## config.mk

```make
export PLATFORM = sky130hd
export DESIGN_NAME = rse_ctrl
export DESIGN_NICKNAME = d
export VERILOG_FILES = /design/src/row_softmax_engine_defines.svh /design/src/rse_pkg.sv /design/src/rse_ctrl.sv
export SDC_FILE = /design/constraint.sdc
export NUM_CORES = 1
export LEC_CHECK = 0
export ABC_CLOCK_PERIOD_IN_PS = 3400
export BUFFER_PORTS_ARGS = -buffer_cell sky130_fd_sc_hd__clkbuf_2
export CORE_AREA = 2 2 39 41
export CTS_CLUSTER_DIAMETER = 40
export DETAILED_ROUTE_END_ITERATION = 10
export DIE_AREA = 0 0 41 43
export SYNTH_ARGS = -nofsm -noshare
export SYNTH_HDL_FRONTEND = slang
export SYNTH_SLANG_ARGS = --single-unit
```

## constraint.sdc

```tcl
create_clock -name i_clk -period 3.4 [get_ports i_clk]
set_input_delay 0.17 -clock i_clk [delete_from_list [all_inputs] [get_ports i_clk]]
set_output_delay 0.17 -clock i_clk [all_outputs]
set_load 0.05 [all_outputs]
```

## src/row_softmax_engine_defines.svh

```systemverilog
// ----------------------------------------------------------------------------
// Row softmax engine assertion macros
// Implication checks that compile away when SYNTHESIS is defined.
// ----------------------------------------------------------------------------
`ifndef ROW_SOFTMAX_ENGINE_DEFINES_SVH
`define ROW_SOFTMAX_ENGINE_DEFINES_SVH
`ifndef SYNTHESIS
// Same-cycle implication
`define RSE_ASSERT_IMP(lbl, clk, rst_n, ante, cons, msg) \
    lbl: assert property (@(posedge clk) disable iff (!rst_n) (ante) |-> (cons)) \
        else $error(msg);
// Next-cycle implication
`define RSE_ASSERT_NXT(lbl, clk, rst_n, ante, cons, msg) \
    lbl: assert property (@(posedge clk) disable iff (!rst_n) (ante) |=> (cons)) \
        else $error(msg);
`else
`define RSE_ASSERT_IMP(lbl, clk, rst_n, ante, cons, msg)
`define RSE_ASSERT_NXT(lbl, clk, rst_n, ante, cons, msg)
`endif
`endif

```

## src/rse_pkg.sv

```systemverilog
// ----------------------------------------------------------------------------
// Row softmax engine package
// Item types, controller/datapath bundles, constants and exp factor function.
// ----------------------------------------------------------------------------
package rse_pkg;

    localparam int IDX_W              = 10;
    localparam int SMP_W              = 16;
    localparam int PROB_W             = 16;
    localparam int LEN_REG_W          = 11;
    localparam int SUM_W              = 27;
    localparam int EXP_SPAN_BITS      = 12;
    localparam int DEF_MAX_ROW_LEN    = 1024;
    localparam int DEF_EXP_TABLE_BITS = 10;
    localparam int APB_ADDR_W         = 3;
    localparam int APB_DATA_W         = 32;

    localparam logic [LEN_REG_W-1:0] ROW_LEN_RESET = 11'd1024;
    localparam logic [31:0]          EXP_C0        = 32'd4278222805;
    localparam logic                 REQ_LOAD      = 1'b0;
    localparam logic                 REQ_READ      = 1'b1;
    localparam logic                 REG_ROW_LEN   = 1'b0;

    typedef struct packed {
        logic                    req_type;
        logic [IDX_W-1:0]        elem_index;
        logic signed [SMP_W-1:0] sample;
    } t_in_item;

    typedef struct packed {
        logic [PROB_W-1:0] prob;
        logic [IDX_W-1:0]  result_index;
        logic              not_ready;
    } t_out_item;

    typedef struct packed {
        logic accept;
        logic pass_start;
        logic prd;
        logic pld;
        logic exp_step;
        logic pwr;
        logic rrd;
        logic div_start;
        logic out_load;
    } t_cmd;

    typedef struct packed {
        logic in_load;
        logic in_last;
        logic in_div_ok;
        logic exp_last;
        logic pass_last;
        logic div_busy;
        logic out_free;
        logic sum_nz;
    } t_st;

    // Q0.32 factor exp(-2^b/256), by repeated rounded squaring
    function automatic logic [31:0] exp_factor(input int b);
        logic [63:0] f;
        f = 64'(EXP_C0);
        for (int i = 0; i < b; i++) begin
            f = (f * f + 64'h8000_0000) >> 32;
        end
        return f[31:0];
    endfunction

endpackage

```

## src/rse_ctrl.sv

```systemverilog
// ----------------------------------------------------------------------------
// Row softmax engine controller
// Sequences loads, the exp/sum pass over a row and normalised reads.
// ----------------------------------------------------------------------------
module rse_ctrl (
    input  logic          i_clk,
    input  logic          i_rst_n,
    input  logic          i_in_valid,
    output logic          o_in_ready,
    input  rse_pkg::t_st  i_st,
    output rse_pkg::t_cmd o_cmd
);
    import rse_pkg::*;

    localparam logic [3:0] S_IDLE = 4'd0;
    localparam logic [3:0] S_PRD  = 4'd1;
    localparam logic [3:0] S_PLD  = 4'd2;
    localparam logic [3:0] S_PEXP = 4'd3;
    localparam logic [3:0] S_PWR  = 4'd4;
    localparam logic [3:0] S_RRD  = 4'd5;
    localparam logic [3:0] S_RLD  = 4'd6;
    localparam logic [3:0] S_RDIV = 4'd7;
    localparam logic [3:0] S_OUT  = 4'd8;

    logic [3:0] r_state, n_state;

    always_ff @(posedge i_clk) begin
        if (!i_rst_n) begin
            r_state <= S_IDLE;
        end else begin
            r_state <= n_state;
        end
    end

    always_comb begin
        n_state = r_state;
        o_cmd   = '0;
        case (r_state)
            S_IDLE: begin
                if (i_in_valid) begin
                    o_cmd.accept = 1'b1;
                    if (i_st.in_load) begin
                        if (i_st.in_last) begin
                            o_cmd.pass_start = 1'b1;
                            n_state          = S_PRD;
                        end
                    end else if (i_st.in_div_ok) begin
                        n_state = S_RRD;
                    end else begin
                        n_state = S_OUT;
                    end
                end
            end
            S_PRD: begin
                o_cmd.prd = 1'b1;
                n_state   = S_PLD;
            end
            S_PLD: begin
                o_cmd.pld = 1'b1;
                n_state   = S_PEXP;
            end
            S_PEXP: begin
                o_cmd.exp_step = 1'b1;
                if (i_st.exp_last) begin
                    n_state = S_PWR;
                end
            end
            S_PWR: begin
                o_cmd.pwr = 1'b1;
                n_state   = i_st.pass_last ? S_IDLE : S_PRD;
            end
            S_RRD: begin
                o_cmd.rrd = 1'b1;
                n_state   = S_RLD;
            end
            S_RLD: begin
                o_cmd.div_start = 1'b1;
                n_state         = S_RDIV;
            end
            S_RDIV: begin
                if (!i_st.div_busy) begin
                    n_state = S_OUT;
                end
            end
            S_OUT: begin
                if (i_st.out_free) begin
                    o_cmd.out_load = 1'b1;
                    n_state        = S_IDLE;
                end
            end
            default: begin
                n_state = S_IDLE;
            end
        endcase
    end

    assign o_in_ready = r_state == S_IDLE;
endmodule

```

==> metrics.csv <==
metric;value;unit
syn_nets;62;
synthesis-to-finish area growth;23.78;%
die width;41;microns
Largest stage delay, worst path;460;ps
MaxCap Viol Count;0;
largest net degree at the start of global routing;14;
antenna viol nets, final;0;
Largest register FFs;4;
Async S/R FF share, synth;0;%
ys flop type;dfxtp_1;
slowest CP cell;dfxtp_1;
Final setup viols;0;
CP cell instances;nor4_4 -> and2_1 -> and3_1 -> clkbuf_2;
DR DRC count;0;
root buf cell;clkbuf_4;
Final Critical Period;1825;ps
I/O Buffers;19;
Slew Limit Headroom;62.88;%
CP max FO;12;
Clock Skew;2.800;ps
Clock Sinks;4;
cells after synthesis;51;
Mapped Area;410.4;sq um
Synth Warn #;0;
sw frac;58.29;%
total power;0.0005214;W
Ports;21;
largest register by flop count;r_state;
DP Wirelength;694.3;microns
Tcrit/Tclk final;53.67;%
Final Max Tran Viols;0;
site row count;14;
worst-skew pair later-pin latency;230;ps
commonest non-fill, non-tap cell in the layout;clkbuf_2;
Core Region;0.001384;sq mm
Max Clock Freq;548.1;MHz
DRT iter0 DRCs;2;
RSZ-0062 raised after global routing;false;
Switch Pwr;0.0003039;W
total track usage;10.04;%
Critical Path AT;1650;ps
H-tree Lvls;1;
# diodes;0;
sequential power share;25.6;%
count of flip-flops with a built-in enable after synthesis;0;
commonest cells after routing, fill and taps aside;clkbuf_2, nor3_1, nand2b_1, a21oi_1, dfxtp_1;
Worst-path clk slew;40;ps
internal cell power;0.0002175;W
sequential share of the synthesized area;19.51;%
CTS buffer count;3;
share of cells above drive strength 1;42.03;%
overall via count from detail_route;426;
fill count;161;
register area;80.08;sq um
Setup Buffers After CTS;0;
# resized after CTS;0;
CTS tree;done;
post-DR vias/cell;5.012;
GPL Wtd Cong;0.6869;
critical path class;flop to output port;
outcome;completed;
Crit. End Element;output port;
Fin. Hold Viols;0;
global-route wire length before repair;1.248;mm
synthesis-stage register bit count;4;
Static Leak;0.2285;nW
startpoint types;flop;
Largest regs;r_state: 4 flops;
number of global-route vias before repair;320;
Post-Syn Area per Cell;8.047;sq um
# hold bufs at CTS;0;
Initial Utilization;29.66;%
number of library cell types mapped by synthesis;28;
CTS Buffer Depth;2;
Critical Path RT;3230;ps
TNS Setup;0;ps
Power Density;1026;mW/mm^2
logic gate share of total power;63.9;%
Clock Power Share;10.5;%
count of nets after finishing;82;
DRT Wirelength;882;microns
total grt overflow;0;
worst min path class;input pin to flop;
initial antenna violation count;0;
Wirelength per Cell;10.38;microns
Die ar.;0.001763;sq mm
VDD IR max;0.2397;mV
Die Ht;43;microns
worst slew pin tran;556.1;ps
Multi-input gate area;282.8;sq um
Initial DRT Pass Iterations;2;
-- kinds of logic after synthesis --
family	share of synthesized area, %
and+or+nand+nor	48.48
AOI/OAI and AO/OA	18.29
buffers and inverters	11.58
DFF	19.51
xor gates and xnor gates	2.135
-- worst paths after layout --
check,startpoint,end,slack (ps),depth (start not counted)
max,r_state[0]$_SDFFE_PN0P_,o_cmd[7],1580,4
min,i_rst_n,r_state[1]$_SDFFE_PN0P_,200,2
min reg2reg,r_state[2]$_SDFFE_PN0P_,r_state[2]$_SDFFE_PN0P_,710,2
max reg2reg,r_state[1]$_SDFFE_PN0P_,r_state[0]$_SDFFE_PN0P_,1720,5
-- synthesized netlist by cell type, drive strengths merged, types with 2 or more instances --
library cell / count / area, sq um
buf: 3 / 26.27
a21oi: 4 / 20.02
and2: 2 / 12.51
nand2b: 4 / 25.02
inv: 2 / 7.510
nand2: 2 / 7.510
nor2: 4 / 17.52
nand3: 2 / 10.01
nor3: 7 / 45.04
a211oi: 2 / 20.02
and3: 3 / 18.77
dfxtp: 4 / 80.08
-- layer usage --
| layer | vias up | track usage [%] | wire length [microns] |
|---|---|---|---|
| li1 | 225 | - | - |
| met1 | 184 | 12.22 | 427 |
| met2 | 17 | 16.56 | 381 |
| met3 | 0 | 3.141 | 72 |
| met4 | 0 | 2.000 | 0 |
| met5 | - | 0 | 0 |
-- worst max-delay path, delay by kind of cell (launching register included) --
family / cells / cell delay (ps)
buffers and inverters: 1 / 270
and+or+nand+nor: 3 / 700
DFF: 1 / 460
-- final cells by class --
cell class / count / share of cell area [%]
Multi-Input combinational cell: 41 / 55.67
Timing Repair Buffer: 19 / 18.72
Sequential cell: 4 / 15.76
Clock buffer: 3 / 4.433
Tap cell: 16 / 3.941
Inverter: 2 / 1.478
-- power by group through the flow --
stage	logic, W	clock network, W	registers, W
after global routing	0.000360	0.0000628	0.000142
after global placement	0.000333	0	0.000135
after CTS	0.000336	0.0000584	0.000135
after floorplan	0.000342	0	0.0000858
after detailed placement	0.000335	0	0.000135
final	0.000333	0.0000550	0.000133
-- through the flow --
stage	instance area, sq um	util, %	worst slack, ps	cells	hold WS, ps
final	508.0	36.71	1575	85	195.9
after global routing	508.0	36.71	1439	85	199.4
after CTS	508.0	36.71	1552	85	190.3
after detailed placement	485.5	35.08	1720	82	426.9
after global placement	485.5	35.08	1733	82	425.6
after floorplan	410.4	-	1096	51	291.7
(Power assumes the default switching activity.)
